**src/sv/tcpt_pkg.sv**
```systemverilog
`timescale 1ns / 1ps
`default_nettype none
package tcpt_pkg;

    localparam int NT = 3;
    localparam int AW = 2;

    localparam logic [1:0] CMD_WRITE = 2'd0;
    localparam logic [1:0] CMD_READ  = 2'd1;
    localparam logic [1:0] CMD_TICK  = 2'd2;
    localparam logic [1:0] CMD_GATE  = 2'd3;

    localparam logic [2:0] RS_CR13   = 3'd0;
    localparam logic [2:0] RS_CR2    = 3'd1;

    localparam logic [AW-1:0] TIMER3 = 2'd2;
    localparam logic [AW-1:0] TSEL_NONE = 2'd3;

    typedef struct packed {
        logic [1:0] cmd;
        logic [2:0] reg_sel;
        logic [7:0] write_data;
        logic [1:0] timer_sel;
        logic       gate_level;
    } ev_t;

    typedef struct packed {
        logic [7:0] read_data;
        logic       irq_out;
        logic       out_timer1;
        logic       out_timer2;
        logic       out_timer3;
    } res_t;

    typedef struct packed {
        logic [15:0] count;
        logic [7:0]  low;
    } cnt_rec_t;

    typedef struct packed {
        logic          en;
        logic [AW-1:0] addr;
        cnt_rec_t      data;
    } cnt_wr_t;

    // timer addressed by a beat
    function automatic logic [AW-1:0] ev_timer(input ev_t e);
        logic [AW-1:0] r;
        if (e.cmd == CMD_READ)
            r = e.reg_sel[2:1] - 2'd1;
        else
            r = e.timer_sel;
        return r;
    endfunction

endpackage
`default_nettype wire

```
**src/sv/tcpt_ram.sv**
```systemverilog
`timescale 1ns / 1ps
`default_nettype none
module tcpt_ram #(
    parameter int W  = 24,
    parameter int D  = 3,
    parameter int AW = 2
) (
    input  wire logic          clk,
    input  wire logic          we,
    input  wire logic [AW-1:0] waddr,
    input  wire logic [W-1:0]  wdata,
    input  wire logic          re,
    input  wire logic [AW-1:0] raddr,
    output logic      [W-1:0]  rdata
);

    logic [W-1:0] mem [D];

    always_ff @(posedge clk)
    begin
        if (we)
            mem[waddr] <= wdata;
        if (re)
            rdata <= mem[raddr];
    end

endmodule
`default_nettype wire

```
**src/sv/tcpt_engine.sv**
```systemverilog
`timescale 1ns / 1ps
`default_nettype none
module tcpt_engine (
    input  wire logic             clk,
    input  wire logic             rst_n,
    input  wire logic             commit,
    input  wire tcpt_pkg::ev_t    ev,
    input  wire tcpt_pkg::cnt_rec_t rec,
    output tcpt_pkg::cnt_wr_t     wr,
    output tcpt_pkg::res_t        res
);
    import tcpt_pkg::*;

    logic [15:0] latch_reg [NT];
    logic [15:0] latch_next [NT];
    logic [15:0] rld_reg [NT];
    logic [15:0] rld_next [NT];
    logic [7:0]  ctrl_reg [NT];
    logic [7:0]  ctrl_next [NT];
    logic [NT-1:0] gate_reg, gate_next, wave_reg, wave_next, shot_reg, shot_next;
    logic [NT-1:0] irq_reg, irq_next, meas_reg, meas_next, tmo_reg, tmo_next;
    logic [NT-1:0] pend_reg, pend_next, vld_reg, vld_next;
    logic [2:0]  phase_reg, phase_next;
    logic [7:0]  msb_reg, msb_next, lsb_reg, lsb_next, stat_reg, stat_next;
    logic        spend_reg, spend_next;

    logic [AW-1:0] t;
    logic [15:0] cc;
    logic [7:0]  lc;
    logic [7:0]  rd;
    logic [7:0]  cw;
    logic        tv, go, tmo, was, now, meas, longer, any;
    logic [AW-1:0] tgt;
    logic [7:0]  s;

    always_comb
    begin
        latch_next = latch_reg;
        rld_next   = rld_reg;
        ctrl_next  = ctrl_reg;
        gate_next  = gate_reg;
        wave_next  = wave_reg;
        shot_next  = shot_reg;
        irq_next   = irq_reg;
        meas_next  = meas_reg;
        tmo_next   = tmo_reg;
        pend_next  = pend_reg;
        vld_next   = vld_reg;
        phase_next = phase_reg;
        msb_next   = msb_reg;
        lsb_next   = lsb_reg;
        stat_next  = stat_reg;
        spend_next = spend_reg;
        rd   = 8'h00;
        tmo  = 1'b0;
        go   = 1'b0;
        was  = 1'b0;
        now  = 1'b0;
        tgt  = '0;
        s    = 8'h00;
        wr   = '0;
        t    = ev_timer(ev);
        tv   = (t != TSEL_NONE);
        cw   = tv ? ctrl_reg[t] : 8'h00;
        meas = cw[3];
        longer = cw[5];
        // effective counter record: reload snapshot, memory, or reset value
        if (tv && pend_reg[t])
        begin
            cc = rld_reg[t];
            lc = rld_reg[t][7:0];
        end
        else if (tv && vld_reg[t])
        begin
            cc = rec.count;
            lc = rec.low;
        end
        else
        begin
            cc = 16'hFFFF;
            lc = 8'h00;
        end

        case (ev.cmd)
            CMD_WRITE:
            begin
                if (ev.reg_sel == RS_CR13)
                begin
                    tgt = ctrl_reg[1][0] ? 2'd0 : TIMER3;
                    was = ctrl_reg[0][0];
                    ctrl_next[tgt] = ev.write_data;
                    now = ctrl_next[0][0];
                    if (!was && now)
                        irq_next = '0;
                    if (was && !now)
                    begin
                        for (int i = 0; i < NT; i++)
                            rld_next[i] = latch_reg[i];
                        pend_next  = '1;
                        shot_next  = '0;
                        wave_next  = '0;
                        tmo_next   = '0;
                        phase_next = '0;
                    end
                end
                else if (ev.reg_sel == RS_CR2)
                    ctrl_next[1] = ev.write_data;
                else if (!ev.reg_sel[0])
                    msb_next = ev.write_data;
                else
                begin
                    tgt = ev.reg_sel[2:1] - 2'd1;
                    latch_next[tgt] = {msb_reg, ev.write_data};
                    if (!ctrl_reg[tgt][4])
                    begin
                        rld_next[tgt]  = {msb_reg, ev.write_data};
                        pend_next[tgt] = 1'b1;
                        shot_next[tgt] = 1'b0;
                        wave_next[tgt] = 1'b0;
                        tmo_next[tgt]  = 1'b0;
                        if (tgt == TIMER3)
                            phase_next = '0;
                    end
                    if (ctrl_reg[tgt][4:3] == 2'b00)
                        irq_next[tgt] = 1'b0;
                end
            end
            CMD_READ:
            begin
                if (ev.reg_sel == RS_CR2)
                begin
                    for (int i = 0; i < NT; i++)
                        s[i] = irq_reg[i];
                    any = 1'b0;
                    for (int i = 0; i < NT; i++)
                        any = any | (irq_reg[i] & ctrl_reg[i][6]);
                    s[7] = any;
                    stat_next  = s;
                    spend_next = 1'b1;
                    rd = s;
                end
                else if (ev.reg_sel != RS_CR13)
                begin
                    if (!ev.reg_sel[0])
                    begin
                        lsb_next = cc[7:0];
                        if (spend_reg && stat_reg[t])
                        begin
                            irq_next[t] = 1'b0;
                            spend_next  = 1'b0;
                        end
                        rd = cc[15:8];
                    end
                    else
                        rd = lsb_reg;
                end
            end
            CMD_TICK:
            begin
                if (tv)
                begin
                    go = !ctrl_reg[0][0] && !gate_reg[t]
                         && !(meas && (irq_reg[t] || !meas_reg[t]));
                    if (go && t == TIMER3 && ctrl_reg[2][0])
                    begin
                        phase_next = phase_reg + 3'd1;
                        go = (phase_next == 3'd0);
                    end
                    if (go)
                    begin
                        if (cw[2])
                        begin
                            if (lc != 8'h00)
                                lc = lc - 8'd1;
                            else if (cc[15:8] != 8'h00)
                            begin
                                cc = {cc[15:8] - 8'd1, latch_reg[t][7:0]};
                                lc = latch_reg[t][7:0];
                            end
                            else
                                tmo = 1'b1;
                        end
                        else if (cc != 16'h0000)
                            cc = cc - 16'd1;
                        else
                            tmo = 1'b1;
                        if (tmo)
                        begin
                            if (meas)
                            begin
                                tmo_next[t] = 1'b1;
                                if (longer)
                                    irq_next[t] = 1'b1;
                            end
                            else
                            begin
                                irq_next[t] = 1'b1;
                                if (longer)
                                begin
                                    wave_next[t] = 1'b0;
                                    shot_next[t] = 1'b1;
                                end
                            end
                            if (meas || !longer)
                                wave_next[t] = ~wave_reg[t];
                            cc = latch_reg[t];
                            lc = latch_reg[t][7:0];
                        end
                        wr.en   = commit;
                        wr.addr = t;
                        wr.data = '{count: cc, low: lc};
                        pend_next[t] = 1'b0;
                        vld_next[t]  = 1'b1;
                    end
                end
            end
            CMD_GATE:
            begin
                if (tv)
                begin
                    was = gate_reg[t];
                    gate_next[t] = ev.gate_level;
                    if (meas && !was && ev.gate_level)
                    begin
                        if (cw[4] && meas_reg[t])
                        begin
                            if (!tmo_reg[t] && !longer)
                                irq_next[t] = 1'b1;
                            meas_next[t] = 1'b0;
                        end
                    end
                    else if (was && !ev.gate_level)
                    begin
                        if (meas)
                        begin
                            if (!cw[4] && meas_reg[t])
                            begin
                                if (!tmo_reg[t] && !longer)
                                    irq_next[t] = 1'b1;
                                meas_next[t] = 1'b0;
                            end
                            if (!irq_next[t] && !meas_next[t])
                            begin
                                rld_next[t]  = latch_reg[t];
                                pend_next[t] = 1'b1;
                                shot_next[t] = 1'b0;
                                wave_next[t] = 1'b0;
                                tmo_next[t]  = 1'b0;
                                if (t == TIMER3)
                                    phase_next = '0;
                                meas_next[t] = 1'b1;
                            end
                        end
                        else
                        begin
                            rld_next[t]  = latch_reg[t];
                            pend_next[t] = 1'b1;
                            shot_next[t] = 1'b0;
                            wave_next[t] = 1'b0;
                            tmo_next[t]  = 1'b0;
                            if (t == TIMER3)
                                phase_next = '0;
                            irq_next[t] = 1'b0;
                        end
                    end
                end
            end
            default:
            begin
                rd = 8'h00;
            end
        endcase

        any = 1'b0;
        for (int i = 0; i < NT; i++)
            any = any | (irq_next[i] & ctrl_next[i][6]);
        res.read_data = rd;
        res.irq_out   = any;
        res.out_timer1 = ctrl_next[0][7] &
            ((!ctrl_next[0][3] && ctrl_next[0][5]) ? !shot_next[0] : wave_next[0]);
        res.out_timer2 = ctrl_next[1][7] &
            ((!ctrl_next[1][3] && ctrl_next[1][5]) ? !shot_next[1] : wave_next[1]);
        res.out_timer3 = ctrl_next[2][7] &
            ((!ctrl_next[2][3] && ctrl_next[2][5]) ? !shot_next[2] : wave_next[2]);
    end

    always_ff @(posedge clk or negedge rst_n)
    begin
        if (!rst_n)
        begin
            for (int i = 0; i < NT; i++)
            begin
                latch_reg[i] <= 16'hFFFF;
                rld_reg[i]   <= 16'hFFFF;
                ctrl_reg[i]  <= 8'h00;
            end
            gate_reg  <= '0;
            wave_reg  <= '0;
            shot_reg  <= '0;
            irq_reg   <= '0;
            meas_reg  <= '0;
            tmo_reg   <= '0;
            pend_reg  <= '0;
            vld_reg   <= '0;
            phase_reg <= '0;
            msb_reg   <= '0;
            lsb_reg   <= '0;
            stat_reg  <= '0;
            spend_reg <= 1'b0;
        end
        else if (commit)
        begin
            latch_reg <= latch_next;
            rld_reg   <= rld_next;
            ctrl_reg  <= ctrl_next;
            gate_reg  <= gate_next;
            wave_reg  <= wave_next;
            shot_reg  <= shot_next;
            irq_reg   <= irq_next;
            meas_reg  <= meas_next;
            tmo_reg   <= tmo_next;
            pend_reg  <= pend_next;
            vld_reg   <= vld_next;
            phase_reg <= phase_next;
            msb_reg   <= msb_next;
            lsb_reg   <= lsb_next;
            stat_reg  <= stat_next;
            spend_reg <= spend_next;
        end
    end

endmodule
`default_nettype wire

```
**src/sv/three_channel_programmable_timer_top.sv**
```systemverilog
`timescale 1ns / 1ps
`default_nettype none
// Three-timer programmable timer.
// Input channel ev (ev_valid / ev_stall) carries one event per beat: a
// register write, a register read, a clock tick for one timer or a gate
// level change. Output channel res (res_valid / res_stall) returns one beat
// per event: read byte (zero unless a read), composite interrupt and the
// three output pins as they stand after the event.
// An accepted event is registered into the execute stage, and its result is
// registered onto res. The counter memory has a registered read, so an
// event reads its timer's counter on acceptance and executes from the
// execute stage, with the previous event's write-back forwarded.
// Throughput: one event per cycle while res is not stalled.
// Reset: all timers idle, control words clear (preset released, so timers
// count), latches and counters read as 0xFFFF. No clearing pass is needed.
// While res_stall holds back a waiting result the executing event is held
// and ev_stall is raised; nothing is lost or repeated.
module three_channel_programmable_timer_top (
    input  wire logic           clk,
    input  wire logic           rst_n,
    input  wire logic           ev_valid,
    output logic                ev_stall,
    input  wire tcpt_pkg::ev_t  ev,
    output logic                res_valid,
    input  wire logic           res_stall,
    output tcpt_pkg::res_t      res
);
    import tcpt_pkg::*;

    logic          advance, accept, commit;
    logic          b_valid_reg, b_valid_next;
    ev_t           b_ev_reg;
    logic          fwd_hit_reg, fwd_hit_next;
    cnt_rec_t      fwd_data_reg;
    logic          res_valid_reg, res_valid_next;
    res_t          res_reg;
    logic [AW-1:0] raddr;
    logic [23:0]   ram_rdata;
    cnt_rec_t      rec;
    cnt_wr_t       wr;
    res_t          eng_res;

    assign advance  = !res_valid_reg || !res_stall;
    assign ev_stall = !advance;
    assign accept   = ev_valid && advance;
    assign commit   = advance && b_valid_reg;
    assign raddr    = ev_timer(ev);

    tcpt_ram #(.W(24), .D(NT), .AW(AW)) u_ram (
        .clk   (clk),
        .we    (wr.en),
        .waddr (wr.addr),
        .wdata (wr.data),
        .re    (accept && raddr != TSEL_NONE),
        .raddr (raddr),
        .rdata (ram_rdata)
    );

    // take the write-back of the event ahead when it hit the same timer
    assign rec = fwd_hit_reg ? fwd_data_reg : cnt_rec_t'(ram_rdata);

    tcpt_engine u_engine (
        .clk    (clk),
        .rst_n  (rst_n),
        .commit (commit),
        .ev     (b_ev_reg),
        .rec    (rec),
        .wr     (wr),
        .res    (eng_res)
    );

    always_comb
    begin
        b_valid_next   = accept ? 1'b1 : (commit ? 1'b0 : b_valid_reg);
        fwd_hit_next   = accept ? (wr.en && wr.addr == raddr) : fwd_hit_reg;
        res_valid_next = commit ? 1'b1 : (res_stall ? res_valid_reg : 1'b0);
    end

    always_ff @(posedge clk or negedge rst_n)
    begin
        if (!rst_n)
        begin
            b_valid_reg   <= 1'b0;
            fwd_hit_reg   <= 1'b0;
            res_valid_reg <= 1'b0;
        end
        else
        begin
            b_valid_reg   <= b_valid_next;
            fwd_hit_reg   <= fwd_hit_next;
            res_valid_reg <= res_valid_next;
        end
    end

    always_ff @(posedge clk)
    begin
        if (accept)
        begin
            b_ev_reg     <= ev;
            fwd_data_reg <= wr.data;
        end
        if (commit)
            res_reg <= eng_res;
    end

    assign res_valid = res_valid_reg;
    assign res       = res_reg;

    a_accept_fills: assert property (@(posedge clk) disable iff (!rst_n)
        accept |=> b_valid_reg)
        else $error("accepted event did not reach execute stage");

    a_write_needs_event: assert property (@(posedge clk) disable iff (!rst_n)
        wr.en |-> (commit && b_ev_reg.cmd == CMD_TICK))
        else $error("counter write without an executing tick");

    a_write_in_range: assert property (@(posedge clk) disable iff (!rst_n)
        wr.en |-> (wr.addr != TSEL_NONE))
        else $error("counter write to an absent timer");

    a_commit_gives_result: assert property (@(posedge clk) disable iff (!rst_n)
        commit |=> res_valid)
        else $error("executed event produced no result");

endmodule
`default_nettype wire
```
**config.mk**
```make
export PLATFORM = sky130hd
export DESIGN_NAME = three_channel_programmable_timer_top
export DESIGN_NICKNAME = d
export VERILOG_FILES = /design/src/sv/tcpt_pkg.sv /design/src/sv/tcpt_ram.sv /design/src/sv/tcpt_engine.sv /design/src/sv/three_channel_programmable_timer_top.sv
export SDC_FILE = /design/constraint.sdc
export NUM_CORES = 1
export LEC_CHECK = 0
export BUFFER_PORTS_ARGS = -buffer_cell sky130_fd_sc_hd__buf_2
export CORE_UTILIZATION = 40
export DETAILED_ROUTE_END_ITERATION = 8
export HOLD_SLACK_MARGIN = 0.06
export PLACE_DENSITY = 0.64
export SLEW_MARGIN = 20
export SYNTH_ARGS = -nofsm -noshare
export SYNTH_HDL_FRONTEND = slang
export SYNTH_SLANG_ARGS = --single-unit
```
**constraint.sdc**
```tcl
create_clock -name clk -period 9.7 [get_ports clk]
set_input_delay 1.94 -clock clk [delete_from_list [all_inputs] [get_ports clk]]
set_output_delay 1.94 -clock clk [all_outputs]
set_load 0.005 [all_outputs]
```
# --- Yosys cells after proc, flatten, opt, wreduce, memory -nomap -nowiden ---
# Memory sizes are Yosys's and may differ from the RTL's. A register that Yosys moved wholly into a read port is not among the register bits.
# Index checks and enable logic that the tools add are counted.
word_totals:
  ff_bits: 222
  mem_bits_rw: 72
  inputBits: 20
  out_inout_bits: 14
  wordCells: 438
  n_memories: 1
memory_table:
  columns: ["memory", "words", "width", "read_ports", "rd_ports_with_merged_regs", "wr", "line", "rtl"]
  rows:
  - ["u_ram.mem", 3, 24, 1, 1, 1, "tcpt_ram.sv:17", "logic [W-1:0] mem [D];"]
op_classes:
  n_addsub: 6
  n_lt_le_gt_ge: 11
  eq_ne: 27
  muxes: 228
  bitwise_logic: 41
  n_reduce_logical: 83
op_table:
  columns: ["operator", "n"]
  rows:
  - ["two-way mux 48 bit", 10]
  - ["two-way mux 3 bit", 111]
  - ["two-way mux 16 bit", 13]
  - ["bitwise mux 48 bit", 3]
  - ["two-way mux 8 bit", 14]
  - ["case mux 48 bit (2 select lines)", 1]
  - ["two-way mux 27 bit", 3]
  - ["binary-select mux 16 bit (select 2 bit)", 2]
  - ["demux 16 bit (select 2 bit)", 2]
  - ["two-way mux 24 bit", 2]
  - ["case mux 3 bit (3 select lines)", 5]
  - ["two-way mux 1 bit", 35]
  - ["binary-select mux 8 bit (select 2 bit)", 2]
  - ["bitwise AND 3 bit", 10]
  - ["logical AND 1 bit", 29]
  - ["bitwise mux 24 bit", 1]
  - ["bitwise OR 3 bit", 7]
  - ["binary-select mux 1 bit (select 2 bit)", 10]
  - ["zero test 1 bit", 20]
  - ["AND reduction 5 bit", 4]
  - ["two-way mux 6 bit", 3]
  - ["!= test 2 x 1 -> 1 bit, second input constant", 9]
  - ["demux 8 bit (select 2 bit)", 1]
  - ["nonzero test 16 bit", 1]
  - ["41 further kinds", 98]

# --- Logic depth before layout (Yosys ltp) ---
depth:
  depth_word: 30
  mapped_depth: 22

# --- By module ---
# Synthesis repeated with hierarchy kept, for this count alone.
hier_totals:
  hier_cells: 1585
  area_unflattened_um2: 16702.3
modules_own_cells:
  columns: ["module", "n_inst", "cells_per_inst", "area_per_inst_um2"]
  rows:
  - ["tcpt_engine", 1, 1299, 11187.0]
  - ["tcpt_ram", 1, 179, 3434.5]
  - ["three_channel_programmable_timer_top", 1, 107, 2080.7]

# --- Worst setup path before layout ---
# Ideal clock, no wire load.
synth_path:
  kind: "reg2reg"
  start: "register b_ev_reg[12] (netlist bit)"
  end: "memory u_ram.mem[2][0] (enable)"
  setup_ns: 0.437
  t_arrival_ns: 4.305
  setup_slack_ns: 4.959
  path_stages_with_launch: 14
  path_cell_list: "edfxtp_1 -> buf_2 -> inv_1 -> ha_1 -> buf_2 -> mux2_4 -> buf_6 -> buf_6 -> buf_6 -> a2111oi_4 -> a21oi_1 -> a211oi_2 -> nand3_1 -> nor3_1"
synth_between:
  elab_chain_len: 20
synth_lines:
  columns: ["item", "line", "rtl"]
  rows:
  - ["start, declared", "three_channel_programmable_timer_top.sv:32", "ev_t b_ev_reg;"]
  - ["start signal, assigned", "three_channel_programmable_timer_top.sv:99", "b_ev_reg <= ev;"]
  - ["subtractor 2 x 1 -> 2 bit (*)", "tcpt_pkg.sv:50", "r = e.reg_sel[2:1] - 2'd1;"]
  - ["two-way mux 2 bit (*)", "tcpt_pkg.sv:49", "if (e.cmd == CMD_READ)"]
  - ["inverter 2 -> 3 bit (implied by the code)", "tcpt_engine.sv:64", "cw = tv ? ctrl_reg[t] : 8'h00;"]
  - ["binary-select mux 8 bit (select 2 bit)", "tcpt_engine.sv:64", null]
  - ["two-way mux 6 bit (implied by the code) (2 in a row)", "tcpt_engine.sv:64", null]
  - ["two-way mux 6 bit", "tcpt_engine.sv:64", null]
  - ["logical AND 1 bit", "tcpt_engine.sv:163", "&& !(meas && (irq_reg[t] || !meas_reg[t]));"]
  - ["zero test 1 bit", "tcpt_engine.sv:163", null]
  - ["[... 3 more ...]", null, null]
  - ["two-way mux 1 bit", "tcpt_engine.sv:164", "if (go && t == TIMER3 && ctrl_reg[2][0])"]
  - ["two-way mux 1 bit", "tcpt_engine.sv:160", "if (tv)"]
  - ["two-way mux 1 bit", "tcpt_engine.sv:84", "case (ev.cmd)"]
  - ["two-way mux 27 bit", "tcpt_engine.sv:169", "if (go)"]
  - ["two-way mux 27 bit (*)", "tcpt_engine.sv:160", null]
  - ["two-way mux 27 bit (*)", "tcpt_engine.sv:84", null]
  - ["two-way mux 1 bit", "tcpt_ram.sv:21", "if (we)"]
  - ["two-way mux 1 bit (implied by the code)", "tcpt_ram.sv:22", "mem[waddr] <= wdata;"]
  - ["end, declared", "tcpt_ram.sv:17", null]
# Mark *: on every way between the ends. The rest lies on a longest branch, timed or not. The select of a mux whose other input is x is not followed.

==> key figures <==
Run status
  • Status: completed

Global routing
  • Initial antenna violation count: 2
  • Vias in the first global route: between 10k and 15k
  • Largest net degree at the start of global routing: 110
  • Total grt overflow: 0
  • First-pass GRT wire length: roughly 79000 um
  • GRT Total Usage: 0.253

Clocking
  • CTS Buffer Depth: 3
  • Clock root cell: clkbuf_16
  • Sink Count: approximately 320
  • Total CTS buffers: 35
  • CTS Hold Bufs: 0
  • Post-cts resize count: 0
  • Post-CTS Setup Repair Bufs: 0
  • Clk_lat worst skew: 0.55 ns
  • Clock-pin slew of the registers on the worst-case setup and hold paths: roughly 0.060 ns
  • H-tree depth: 2
  • CTS tree: built

Detailed routing
  • Via density: 6.20
  • WL/cell: between 20 and 30 um
  • DR DRC count: 0
  • 1st-iter DRT viols: ~1.5k
  • Vias post-DR: between 10k and 15k
  • First drt pass iteration count: 7
  • Final wirelength: around 53000 um
  • Detail Route Antenna Nets: 0

Timing
  • Period utilization: 0.656
  • Clock Skew: between 0.015 and 0.02 ns
  • Setup violations, final: 0
  • Count of final hold-check violations: 0
  • Min Hold Slack: approximately 0.5 ns
  • Max Clock Freq: approximately 160 MHz
  • Final Max Tran Viols: 0
  • Slew @ Worst Pin: around 1.2 ns
  • Period minus WS final: 6.37 ns
  • Unrepaired setup endpoints after global routing: no
  • Relative slew margins: 0.211
  • TNS Setup: 0 ns

Layout
  • Non-filler cells, final: around 2.1k
  • Max reg flops: a little over 70
  • Area Overhead vs Synth: 11.1%
  • Most common cell after layout, fill and taps aside: edfxtp_1
  • Layout cell share with drive strength beyond 1: 0.237
  • Fillers: 3735
  • Final Net Count: 1555
  • Commonest cells after routing, fill and taps aside: edfxtp_1, a21oi_1, nand2_1, nor2_1, dfstp_2

Critical path
  • Slowest stage delay, CP: ~0.60 ns
  • R2R Path Start: b_ev_reg[15]$_DFFE_PP_
  • Data required, critical path: a little under 10 ns
  • Worst path arrival time: approximately 6.6 ns
  • CP Cell Sequence: inv_1, ha_1, buf_4, nand2b_1, nand2_1, buf_4, o21a_1, a211oi_1, or2_2, ha_1, o211ai_2, nor4b_2, o21a_1, nand2_2, o41ai_1, a221oi_1
  • Crit end category: flip-flop
  • Worst Setup SP: b_ev_reg[15]$_DFFE_PP_
  • R2R depth: 16
  • Startpoint class of the critical path: flip-flop
  • Slowest cell on crit path: nand2b_1
  • Crit Path Class: reg2reg
  • Crit path max fanout: 34

Die
  • Rows: between 70 and 80
  • Initial core utilization: 0.406
  • Die ar.: around 0.042 sq mm
  • Die Y: roughly 200 um
  • I/O Pins: 34
  • Die W: between 200 and 250 um
  • Core Box Area: 0.0408 sq mm

Hold path
  • HP Class: reg2reg
  • Origin of the worst min-delay path: b_valid_reg$_DFFE_PN0P_
  • WHS Path Cells: 1

Yosys
  • Mapped Nets: roughly 1.6k
  • Yosys cell types: between 90 and 100
  • Cells after synthesis: about 1.5k
  • FFs w/ async S/R, synth: 0.530
  • Top FF cell, synth: edfxtp_1
  • Synth warnings: 0
  • Syn Area/Cell: around 11 sq um
  • Synthesized flop and latch total: approximately 320
  • Mapped cell area: approximately 0.017 sq mm
  • Number of synthesized flops with an enable pin: approximately 150
  • Register area share after synthesis: 0.527

Placement
  • Final Wtd Congestion: ~1
  • IO Port Bufs: 33
  • Dpl hpwl: 35600 um
  • Placed cells: a little over 2k

Job
  • Max-cap viol count: 0

Pwr
  • Power density cells: 243 mW/mm^2
  • Peak supply drop: around 0.12 mV
  • Leak: 0.00683 uW
## routing by layer
layer	wire length, um	track usage	up-vias
met4	2830	0.138	0
met2	24400	0.401	579
met5	0	0	-
met3	3440	0.0413	143
met1	22000	0.329	6409
li1	-	-	5764
## critical path: cells and delay by family (launching register included)
kind	cells	cell delay, ns
buf+inv	3	0.78
fa+ha+maj	2	0.38
compound gates	6	2.41
flops	1	0.42
simple gates	5	2.03
## stage by stage
| stage | area, sq um | utilization | total power, uW | worst slack, ns |
|---|---|---|---|---|
| global placement | 17200 | 0.422 | 3090 | 3.92 |
| detailed placement | 17200 | 0.422 | 3110 | 3.54 |
| floorplan | 16600 | - | 2690 | 4.96 |
| global route | 18400 | 0.451 | 4670 | 2.93 |
| finish | 18400 | 0.451 | 4470 | 3.33 |
| CTS | 18400 | 0.451 | 4470 | 3.54 |
## worst paths after layout
check / end / slack (ns)
worst max register to register: res[2]$_DFFE_PP_ / 3.33
worst max-delay path: res[2]$_DFFE_PP_ / 3.33
worst min register to register: res_valid$_DFFE_PN0P_ / 0.49
worst min-delay path: res_valid$_DFFE_PN0P_ / 0.49
max in group asynchronous: u_engine.msb_reg[6]$_DFFE_PN0P_ / 6.86
min in group asynchronous: u_engine.ctrl_reg[14]$_DFFE_PN0P_ / 1.52
## power by group
part / switching [uW] / internal, uW
Combinational: 744 / 404
Sequential: 209 / 1760
Clock: 533 / 824
## Yosys cell counts (8+ instances only)
| master | instances | area, sq um |
|---|---|---|
| nor2_1 | 140 | 526 |
| a31oi_1 | 10 | 62.6 |
| nand2b_1 | 17 | 106 |
| nor2b_1 | 12 | 75.1 |
| o21ai_0 | 85 | 425 |
| mux2_2 | 89 | 1000 |
| a21o_1 | 8 | 60.1 |
| buf_1 | 8 | 30.0 |
| edfxtp_1 | 148 | 4440 |
| o22ai_1 | 10 | 62.6 |
| a21oi_1 | 146 | 731 |
| o31ai_1 | 11 | 82.6 |
| a211oi_1 | 14 | 105 |
| buf_2 | 17 | 85.1 |
| o211ai_1 | 12 | 90.1 |
| or2_2 | 12 | 75.1 |
| dfstp_2 | 96 | 2520 |
| inv_1 | 29 | 109 |
| ha_1 | 14 | 175 |
| nor3_1 | 27 | 135 |
| clkbuf_1 | 70 | 263 |
| mux2i_1 | 85 | 851 |
| dfrtp_1 | 71 | 1780 |
| o21ai_1 | 16 | 80.1 |
| o2bb2ai_1 | 11 | 96.3 |
| nand3_1 | 20 | 100 |
| a222oi_1 | 49 | 490 |
| nand2_1 | 136 | 510 |
## layout make-up
cell class | count | area, sq um | share of cell area
diodes | 1 | 2.50 | 0.000136
clock buffers | 45 | 986 | 0.0535
clock inverters | 18 | 189 | 0.0103
inverters | 30 | 114 | 0.00618
multi-input cells | 1076 | 7320 | 0.397
flip-flops and latches | 315 | 8740 | 0.475
well taps | 532 | 666 | 0.0361
repair buffers | 63 | 399 | 0.0217
## cells by family after synthesis
group	count (synthesis)	synth area share
and+or+nand+nor	423	0.120
AOI/OAI and AO/OA	455	0.188
xor gates and xnor gates	8	0.00423
muxes	176	0.114
adders and majority gates	14	0.0106
buffers and inverters	135	0.0355
DFF	315	0.527
(Power assumes the default switching activity.)
